## config.mk

```make
export PLATFORM = sky130hd
export DESIGN_NAME = date_day_span_unit
export DESIGN_NICKNAME = d
export VERILOG_FILES = /design/src/rtl/dds_pkg.sv /design/src/rtl/date_day_span_unit.sv /design/src/rtl/dds_date_norm.sv
export SDC_FILE = /design/constraint.sdc
export NUM_CORES = 1
export LEC_CHECK = 0
export ABC_AREA = 0
export BUFFER_PORTS_ARGS = -buffer_cell sky130_fd_sc_hd__buf_4
export CORE_UTILIZATION = 45
export CTS_CLUSTER_DIAMETER = 80
export DETAILED_ROUTE_END_ITERATION = 16
export PLACE_DENSITY = 0.69
export SYNTH_ARGS = -nofsm -noshare
export SYNTH_HDL_FRONTEND = slang
export SYNTH_SLANG_ARGS = --single-unit
```

## constraint.sdc

```tcl
create_clock -name clk_i -period 6.56 [get_ports clk_i]
set_clock_uncertainty 0.1 [all_clocks]
set_input_delay 0.656 -clock clk_i [delete_from_list [all_inputs] [get_ports clk_i]]
set_output_delay 0.656 -clock clk_i [all_outputs]
set_load 0.03 [all_outputs]
```

## src/rtl/dds_pkg.sv

```systemverilog
// dds_pkg: shared constants, calendar tables and types for the date day span unit.
// Used by dds_date_norm and date_day_span_unit; depends on nothing else.

package dds_pkg;

  // Field widths
  localparam int unsigned DayW  = 5;
  localparam int unsigned MonW  = 4;
  localparam int unsigned YearW = 14;
  localparam int unsigned SpanW = 23;
  localparam int unsigned LenW  = 5;   // month length, up to 31
  localparam int unsigned DoyW  = 9;   // day of year, up to 366

  // Calendar constants
  localparam int unsigned DaysPerYear = 365;
  localparam int unsigned MaxYearDef  = 9999;
  localparam int unsigned MonthsPerYr = 12;
  localparam int unsigned FebLeapLen  = 29;

  // Zero-based month index of February
  localparam logic [MonW-1:0] MonIdxFeb = MonW'(1);

  // Normalized date, handed from the repair logic into the pipeline
  typedef struct packed {
    logic [YearW-1:0] yrm1;      // clamped year minus one
    logic [DoyW-1:0]  doy;       // day of year, 1-based
    logic             repaired;  // day was out of range and became 1
  } dds_date_t;

  // Month length in a common year, zero-based month index
  function automatic logic [LenW-1:0] month_len(input logic [MonW-1:0] idx);
    logic [LenW-1:0] len;
    case (idx)
      4'd0:    len = 5'd31;
      4'd1:    len = 5'd28;
      4'd2:    len = 5'd31;
      4'd3:    len = 5'd30;
      4'd4:    len = 5'd31;
      4'd5:    len = 5'd30;
      4'd6:    len = 5'd31;
      4'd7:    len = 5'd31;
      4'd8:    len = 5'd30;
      4'd9:    len = 5'd31;
      4'd10:   len = 5'd30;
      4'd11:   len = 5'd31;
      default: len = 5'd31;
    endcase
    return len;
  endfunction

  // Days in the months before this one, common year
  function automatic logic [DoyW-1:0] days_before(input logic [MonW-1:0] idx);
    logic [DoyW-1:0] n;
    case (idx)
      4'd0:    n = 9'd0;
      4'd1:    n = 9'd31;
      4'd2:    n = 9'd59;
      4'd3:    n = 9'd90;
      4'd4:    n = 9'd120;
      4'd5:    n = 9'd151;
      4'd6:    n = 9'd181;
      4'd7:    n = 9'd212;
      4'd8:    n = 9'd243;
      4'd9:    n = 9'd273;
      4'd10:   n = 9'd304;
      4'd11:   n = 9'd334;
      default: n = 9'd0;
    endcase
    return n;
  endfunction

endpackage

```

## src/rtl/date_day_span_unit.sv

```systemverilog
// date_day_span_unit: signed day count between two calendar dates, three stage pipeline.
// Depends on dds_pkg and dds_date_norm.
//
//   channel | direction | handshake                 | beat payload
//   --------+-----------+---------------------------+-------------------------------------
//   in      | in        | in_valid_i / in_ready_o   | first_/second_ day, month, year
//   out     | out       | out_valid_o / out_ready_i | span_days_o, day_repaired_o
//
// One beat is taken every cycle unless every stage is full and the output is stalled.
// Stage 1 repairs both dates, stage 2 forms the ordinals (constant multiply by 365),
// stage 3 subtracts them into the output register.
// Each stage has its own ready, so bubbles collapse and a stalled output
// still lets earlier stages fill.
// Reset clears the stage valid bits only; the data registers are not reset.

module date_day_span_unit import dds_pkg::*; #(
  parameter int unsigned MAX_YEAR = MaxYearDef
) (
  input  logic                    clk_i,
  input  logic                    rst_ni,
  input  logic                    in_valid_i,
  output logic                    in_ready_o,
  input  logic [DayW-1:0]         first_day_i,
  input  logic [MonW-1:0]         first_month_i,
  input  logic [YearW-1:0]        first_year_i,
  input  logic [DayW-1:0]         second_day_i,
  input  logic [MonW-1:0]         second_month_i,
  input  logic [YearW-1:0]        second_year_i,
  output logic                    out_valid_o,
  input  logic                    out_ready_i,
  output logic signed [SpanW-1:0] span_days_o,
  output logic                    day_repaired_o
);

  // Largest year the clamp can produce, and the ordinal width it needs
  localparam int unsigned YearCap = (1 << YearW) - 1;
  localparam int unsigned EffMax  = (MAX_YEAR > YearCap) ? YearCap : MAX_YEAR;
  localparam int unsigned OrdW    = $clog2(EffMax * (DaysPerYear + 1) + 1);
  localparam int unsigned DiffW   = (OrdW + 1 > SpanW) ? OrdW + 1 : SpanW;

  // Stage 1: repaired dates
  dds_date_t date_a, date_b;

  dds_date_norm #(.MAX_YEAR(MAX_YEAR)) u_norm_a (
    .day_i   (first_day_i),
    .month_i (first_month_i),
    .year_i  (first_year_i),
    .date_o  (date_a)
  );

  dds_date_norm #(.MAX_YEAR(MAX_YEAR)) u_norm_b (
    .day_i   (second_day_i),
    .month_i (second_month_i),
    .year_i  (second_year_i),
    .date_o  (date_b)
  );

  logic            v1_q, v2_q, v3_q;
  logic            rdy1, rdy2, rdy3;
  dds_date_t       a1_q, b1_q;
  logic [OrdW-1:0] ord_a_d, ord_b_d, ord_a_q, ord_b_q;
  logic            rep2_q;
  logic [DiffW-1:0] diff_d;
  logic [SpanW-1:0] span_q;
  logic            rep3_q;

  // Per-stage ready: a stage takes a beat when empty or when it moves on
  assign rdy3       = ~v3_q | out_ready_i;
  assign rdy2       = ~v2_q | rdy3;
  assign rdy1       = ~v1_q | rdy2;
  assign in_ready_o = rdy1;

  // Valid bits
  always_ff @(posedge clk_i or negedge rst_ni) begin
    if (!rst_ni) begin
      v1_q <= 1'b0;
      v2_q <= 1'b0;
      v3_q <= 1'b0;
    end else begin
      if (rdy1) v1_q <= in_valid_i;
      if (rdy2) v2_q <= v1_q;
      if (rdy3) v3_q <= v2_q;
    end
  end

  // Stage 1 register
  always_ff @(posedge clk_i) begin
    if (rdy1 && in_valid_i) begin
      a1_q <= date_a;
      b1_q <= date_b;
    end
  end

  // Stage 2: ordinal = 365 * (y-1) + (y-1)/4 + day of year
  assign ord_a_d = OrdW'(a1_q.yrm1) * OrdW'(DaysPerYear) + OrdW'(a1_q.yrm1 >> 2)
                 + OrdW'(a1_q.doy);
  assign ord_b_d = OrdW'(b1_q.yrm1) * OrdW'(DaysPerYear) + OrdW'(b1_q.yrm1 >> 2)
                 + OrdW'(b1_q.doy);

  always_ff @(posedge clk_i) begin
    if (rdy2 && v1_q) begin
      ord_a_q <= ord_a_d;
      ord_b_q <= ord_b_d;
      rep2_q  <= a1_q.repaired | b1_q.repaired;
    end
  end

  // Stage 3: difference, kept to the span width
  assign diff_d = DiffW'(ord_a_q) - DiffW'(ord_b_q);

  always_ff @(posedge clk_i) begin
    if (rdy3 && v2_q) begin
      span_q <= diff_d[SpanW-1:0];
      rep3_q <= rep2_q;
    end
  end

  assign out_valid_o    = v3_q;
  assign span_days_o    = span_q;
  assign day_repaired_o = rep3_q;

`ifndef SYNTH
  // Input only blocks when every stage is full and the output is stalled
  a_full_stall: assert property (@(posedge clk_i) disable iff (!rst_ni)
    !in_ready_o |-> (v1_q && v2_q && v3_q && !out_ready_i))
    else $error("input blocked without a full stalled pipeline");

  // A stalled stage 2 keeps its ordinals
  a_s2_hold: assert property (@(posedge clk_i) disable iff (!rst_ni)
    (v2_q && !rdy3) |=> (v2_q && $stable(ord_a_q) && $stable(ord_b_q)))
    else $error("stage 2 changed while stalled");

  // Ordinals count from day 1
  a_ord_nonzero: assert property (@(posedge clk_i) disable iff (!rst_ni)
    v2_q |-> (ord_a_q != '0 && ord_b_q != '0))
    else $error("zero ordinal in stage 2");
`endif

endmodule

```

## src/rtl/dds_date_norm.sv

```systemverilog
// dds_date_norm: repairs one calendar date and finds its day of year.
// Depends on dds_pkg (tables, widths, dds_date_t).

module dds_date_norm import dds_pkg::*; #(
  parameter int unsigned MAX_YEAR = MaxYearDef
) (
  input  logic [DayW-1:0]  day_i,
  input  logic [MonW-1:0]  month_i,
  input  logic [YearW-1:0] year_i,
  output dds_date_t        date_o
);

  localparam logic [16:0]      MaxYearW = 17'(MAX_YEAR);
  localparam logic [YearW-1:0] MaxYearY = YearW'(MAX_YEAR);

  logic [YearW-1:0] year_sat;
  logic [MonW-1:0]  mon_idx;
  logic             leap;
  logic [LenW-1:0]  len;
  logic             day_bad;
  logic [DayW-1:0]  day_fix;
  logic [DoyW-1:0]  leap_adj;

  // Year: zero becomes 1, above the limit saturates
  always_comb begin
    if (year_i == '0) begin
      year_sat = YearW'(1);
    end else if ({3'b000, year_i} > MaxYearW) begin
      year_sat = MaxYearY;
    end else begin
      year_sat = year_i;
    end
  end

  // Month out of range is taken as January
  assign mon_idx = (month_i >= MonW'(1) && month_i <= MonW'(MonthsPerYr))
                   ? month_i - MonW'(1) : '0;

  assign leap = (year_sat[1:0] == 2'b00);

  // Month length, with the leap February
  assign len = (mon_idx == MonIdxFeb && leap) ? LenW'(FebLeapLen) : month_len(mon_idx);

  // Day repair
  assign day_bad = (day_i == '0) || (day_i > len);
  assign day_fix = day_bad ? DayW'(1) : day_i;

  // Leap day counts once we are past February
  assign leap_adj = (mon_idx > MonIdxFeb && leap) ? DoyW'(1) : '0;

  assign date_o.yrm1     = year_sat - YearW'(1);
  assign date_o.doy      = days_before(mon_idx) + leap_adj + DoyW'(day_fix);
  assign date_o.repaired = day_bad;

endmodule

```

## Word level (Yosys, flattened, before mapping)

Memory sizes are Yosys's and may differ from the RTL's.
Index checks and enable logic that the tools add are counted.
W data, S select, Z words.

| cells by class | value |
|---|---|
| add/sub/neg operators | 13 |
| multipliers | 2 |
| $lt $le $gt $ge | 10 |
| eq/ne operators | 2 |
| muxes and demuxes | 12 |
| bitwise operators | 7 |
| reductions and logical operators | 17 |

Operator list:

| kind | count |
|---|---|
| $mux W14 | 4 |
| $add A22 B12 Y22 | 2 |
| $add A22 B9 Y22 | 2 |
| $mul A14 B9 Y22 const B | 2 |
| $gt A14 B14 Y1 const B | 2 |
| $logic_not A14 Y1 | 2 |
| $sub A14 B1 Y14 const B | 2 |
| $sub A22 B22 Y23 | 1 |
| $mux W5 | 4 |
| $add A9 B5 Y9 | 2 |
| $add A9 B9 Y9 | 2 |
| $gt A5 B5 Y1 | 2 |
| $logic_not A5 Y1 | 2 |
| $logic_and A1 B1 Y1 | 9 |
| $eq A4 B1 Y1 const B | 2 |
| $ge A4 B1 Y1 const B | 2 |
| $gt A4 B1 Y1 const B | 2 |
| $le A4 B4 Y1 const B | 2 |
| $mux W4 | 2 |
| $sub A4 B1 Y4 const B | 2 |
| $logic_not A2 Y1 | 2 |
| $or A1 B1 Y1 | 4 |
| $not A1 Y1 | 3 |
| $logic_or A1 B1 Y1 | 2 |
| $mux W1 | 2 |

| storage, ports and cells | value |
|---|---|
| register bits | 120 |
| ROM bits | 352 |
| output and inout bits | 26 |
| word-level logic and storage cells | 81 |
| memories kept | 4 |

Memory list:

| memory | depth | bits a word | rd ports | clocked after Yosys merged registers in | write ports | line | source |
|---|---|---|---|---|---|---|---|
| (no name shown) | 16 | 9 | 1 | 0 | 0 | dds_pkg.sv:54 | `case (idx)` |
| (no name shown) | 16 | 9 | 1 | 0 | 0 | dds_pkg.sv:54 |  |
| (no name shown) | 16 | 2 | 1 | 0 | 0 | dds_pkg.sv:33 | `case (idx)` |
| (no name shown) | 16 | 2 | 1 | 0 | 0 | dds_pkg.sv:33 |  |

## Longest topological paths before layout

| depth | value |
|---|---|
| word-level depth | 10 |
| mapped depth | 25 |
| mapped depth without buffers | 25 |

## By module

From an unflattened synthesis, not the netlist that was laid out.

| second synthesis, totals | value |
|---|---|
| cells, all modules | 1346 |
| area total of the unflattened synthesis | 13553.0 µm² |

By module, submodules not included:

| module | times used | cells each | area an instance (µm²) | seq. area each (µm²) |
|---|---|---|---|---|
| date_day_span_unit | 1 | 1007 | 11177.0 | 3588.4 |
| dds_date_norm (u_norm_b) | 1 | 170 | 1206.2 | 0.0 |
| dds_date_norm (u_norm_a) | 1 | 169 | 1169.9 | 0.0 |

## Least setup slack after synthesis

Ideal clock, no wire load.

| timing | value |
|---|---|
| path kind | reg-to-reg |
| start | register b1_q[18] in the netlist's numbering |
| end | register ord_b_q[19] (data pin) |
| data arrival time | 4.626 ns |
| required time | 6.186 ns |
| slack | 1.560 ns |
| stages on the path, launching flop included | 18 |
| buffers on the path | 0 |
| path through | edfxtp_1 > ha_1 > inv_1 > fa_1 > inv_1 > fa_1 > inv_1 > fa_1 > inv_1 > fa_1 > ha_1 > a21oi_1 > o211ai_1 > a221o_1 > a21o_1 > o21ai_0 > mux2i_1 > o221ai_1 |

| on the way | value |
|---|---|
| longest elaborated chain between the ends | 3 |

RTL lines:

| what | line | source |
|---|---|---|
| start: declaration | date_day_span_unit.sv:60 | `dds_date_t a1_q, b1_q;` |
| start signal: assignment | date_day_span_unit.sv:90 | `b1_q <= date_b;` |
| $mul A14 B9 Y22 | date_day_span_unit.sv:97 | `assign ord_b_d = OrdW'(b1_q.yrm1) * OrdW'(DaysPerYear) + OrdW'(b1_q.yrm1 >> 2)` |
| $add A22 B12 Y22 (*) | date_day_span_unit.sv:97 |  |
| $add A22 B9 Y22 (*) | date_day_span_unit.sv:98 | `+ OrdW'(b1_q.doy);` |
| via ord_b_d[19] | date_day_span_unit.sv:61 | `logic [OrdW-1:0] ord_a_d, ord_b_d, ord_a_q, ord_b_q;` |
| end signal: assignment | date_day_span_unit.sv:103 | `ord_b_q <= ord_b_d;` |
| end: declaration | date_day_span_unit.sv:61 |  |

Mark *: on every way through the listed nets, which the timed path passes. The rest lies on a longest branch.
A chain may end at the register's enable or synchronous reset.

## Worst setup path after layout

| timing | value |
|---|---|
| start | register b1_q[16] in the netlist's numbering |
| end | register ord_b_q[20] (data pin) |

The elaborated chain is that of the path after synthesis.

==> results.md <==
* Outcome: completed
* Worst Hold End: day_repaired_o
* Wire per inst at between 10 and 15 µm
* RSZ-0062 raised after global routing: false
* Worst Path Max Fanout at 5
* Nets at between 1500 and 2000
* Final Slew Violations at 0
* Synth top area cells: edfxtp_1 (26%), fa_1 (19%), ha_1 (18%)
* Ports at 76
* Detailed Route WL at between 20 and 30 mm
* Hold slack at 0.342 ns
* Area Overhead vs Synth at 11.6%
* Num rows at 62
* CTS Sinks at 120
* FMAX at 183 MHz
* Vias in the first global route at slightly above 9000
* CTS tree: yes
* Skew-Pair Late Insertion Delay at 0.42 ns
* Initial DRC count at ~490
* DP Wirelength at 21.0 mm
* Most frequent cells in the layout: inv_1 (255), ha_1 (194), fa_1 (127), edfxtp_1 (117), buf_4 (76)
* Die width at between 150 and 200 µm
* Initial antenna violation count at 0
* Most common cell after layout, fill and taps aside: inv_1
* Post-synthesis cell type count at 77
* Prevailing post-synth register cell: edfxtp_1
* PortBufs at 75
* WP data required at about 6.6 ns
* First-pass GRT wire length at approximately 44 mm
* Critical path launch point type: flip-flop
* Total nets after synthesis at roughly 1700
* Final worst slack at ~1.1 ns
* Worst hold path stage count at 0
* Setup TNS at 0 ns
* Reg-to-Reg Start: b1_q[16]
* Total Die Area at 30200 µm²
* GR Overflow Total at 0
* Post-Syn Area per Cell at roughly 10 µm²
* Ant. Diodes at 0
* Hold_sp: rep2_q
* Worst min path class: reg -> reg
* CTS clk-pin slew, worst paths at roughly 0.060 ns
* CTS Buf Count at 17
* Die Ht at 174 µm
* Worst Tran Pin Value at roughly 1.1 ns
* Area of the multi-input gates at slightly below 9000 µm²
* Vias per inst at 5.16
* Reg-to-reg slack, setup at approximately 1.1 ns
* Yosys warning count at 0
* Critical path class: reg -> reg
* Critical path capture point type: flip-flop
* Worst slew margin at between 20% and 30%
* Reg2reg end: ord_b_q[20]
* Reg area at 3590 µm²
* Max-Cap Viols at 0
* Gp weighted congestion at roughly 0.91
* Clock root cell: clkbuf_16
* Arrival time worst endpoint at 5.52 ns
* Largest net degree at the start of global routing at between 40 and 50
* GRT Overall Usage at between 15 and 20%
* Place WS at around 0.96 ns
* Post-synth EDFFs at 117
* Worst r2r path cells at 16
* Layout cells sized above 1 at under 10%
* Postcts setup bufs at 0
* Share of the clock period used by the worst path at a little over 80%
* Starting Density at 46.0%
* Synth area leader: edfxtp_1
* Post-route ant nets at 0
* Final Setup Violations at 0
* Post-synthesis sequential element count at 120
* Clk buf depth at 2
* Synthesized area at 13300 µm²
* Vias at 9181
* Post-CTS Resized at 0
* Min Tclk post-route at around 5.5 ns
* Asr flop ratio synth at roughly 2.5%
* Cells after Synth at 1297
* # DRC at 0
* Seq/Total Area, Yosys at between 20 and 30%
* Area share of the leading cell type in the synthesized netlist at around a quarter
* Hold Vio Cnt, Final at 0
* # fillers at 2579
* Core area at 28900 µm²
* H-tree lvl count at 4
* Pre-antenna DRT Iters at 4
-- cells in the mapped netlist (8+ instances only) --
master and n:
o21ai_0 53, nand3_1 27, a21oi_1 67, and2_1 19
fa_1 127, nor2_1 68, xnor2_1 54, edfxtp_1 117
a31oi_1 8, nor2b_1 16, ha_1 194, a21o_1 18
nor3_1 17, nand2_1 47, inv_1 255, xor2_1 17
or3_1 12, a211oi_1 9, nand2b_1 23, o21a_1 18
-- worst max-delay path by stage --
stage	start	endpoint	slack (ns)	cells after the start
6_report	b1_q[16]	ord_b_q[20]	1.11	16
5_1_grt	b1_q[16]	ord_b_q[20]	0.67	16
4_1_cts	b1_q[18]	ord_b_q[20]	1.09	16
3_5_place_dp	second_year_i[5]	b1_q[9]	0.96	25
3_3_place_gp	second_year_i[5]	b1_q[9]	1.17	25
2_1_floorplan	b1_q[18]	ord_b_q[19]	1.56	17
-- cell type report --
class | instances | area share [%]
Multi-Input combinational cell | 911 | 58.3
Timing Repair Buffer | 77 | 3.92
Sequential cell | 120 | 24.2
Tap cell | 384 | 3.24
Clock buffer | 18 | 2.90
Inverter | 255 | 6.46
Clock inverter | 14 | 0.954
-- critical path, stage by stage, from the launching register on --
cell and delay (ns):
edfxtp_1 0.44, ha_1 0.41, inv_1 0.09, fa_1 0.54, inv_1 0.05, fa_1 0.48, inv_1 0.06, fa_1 0.53
inv_1 0.05, fa_1 0.47, ha_1 0.37, and2_1 0.17, a21boi_1 0.13, a2111oi_0 0.68, o21ai_1 0.28, a21boi_0 0.26
xnor2_1 0.08
-- logic make-up after synthesis --
| kind of cell | synth area share, % |
|---|---|
| AOI/OAI and AO/OA | 11.6 |
| xor gates and xnor gates | 4.89 |
| adders and majority gates | 37.4 |
| buffers and inverters | 7.88 |
| DFF | 27.0 |
| muxes | 0.452 |
| and+or+nand+nor | 10.7 |
-- metrics by stage --
step	instances	utilization, %	instance area, µm²
5_1_grt	1779	51.4	14800
3_5_place_dp	1746	49.3	14200
4_1_cts	1779	51.4	14800
6_report	1779	51.4	14800
2_1_floorplan	1297	-	13300
3_3_place_gp	1746	49.3	14200
-- metal layers --
layer  track usage, %  routed length, µm  vias up
li1                 -                  -     4603
met1             24.8              12500     4377
met2             28.5              11700      172
met3             2.74                868       29
met4             6.25                541        0
met5                0                  0        -
-- timing repair --
item / 4_1_cts / 5_1_grt
hold buffers: 1 / 0
endpoints found under the setup margin: 0 / 0
endpoints found under the hold margin: 3 / 0
-- sequential cells by signal (all words and copies together) (netlist names) --
name,count
rep2_q,1
a1_q,24
out_valid_o,1
ord_b_q,22
v2_q,1
b1_q,24
span_days_o,23
v1_q,1
day_repaired_o,1
ord_a_q,22
Power is left out: the tool's default activity adds up to more than one toggle a clock period on the data nets, which glitch-free logic cannot reach.
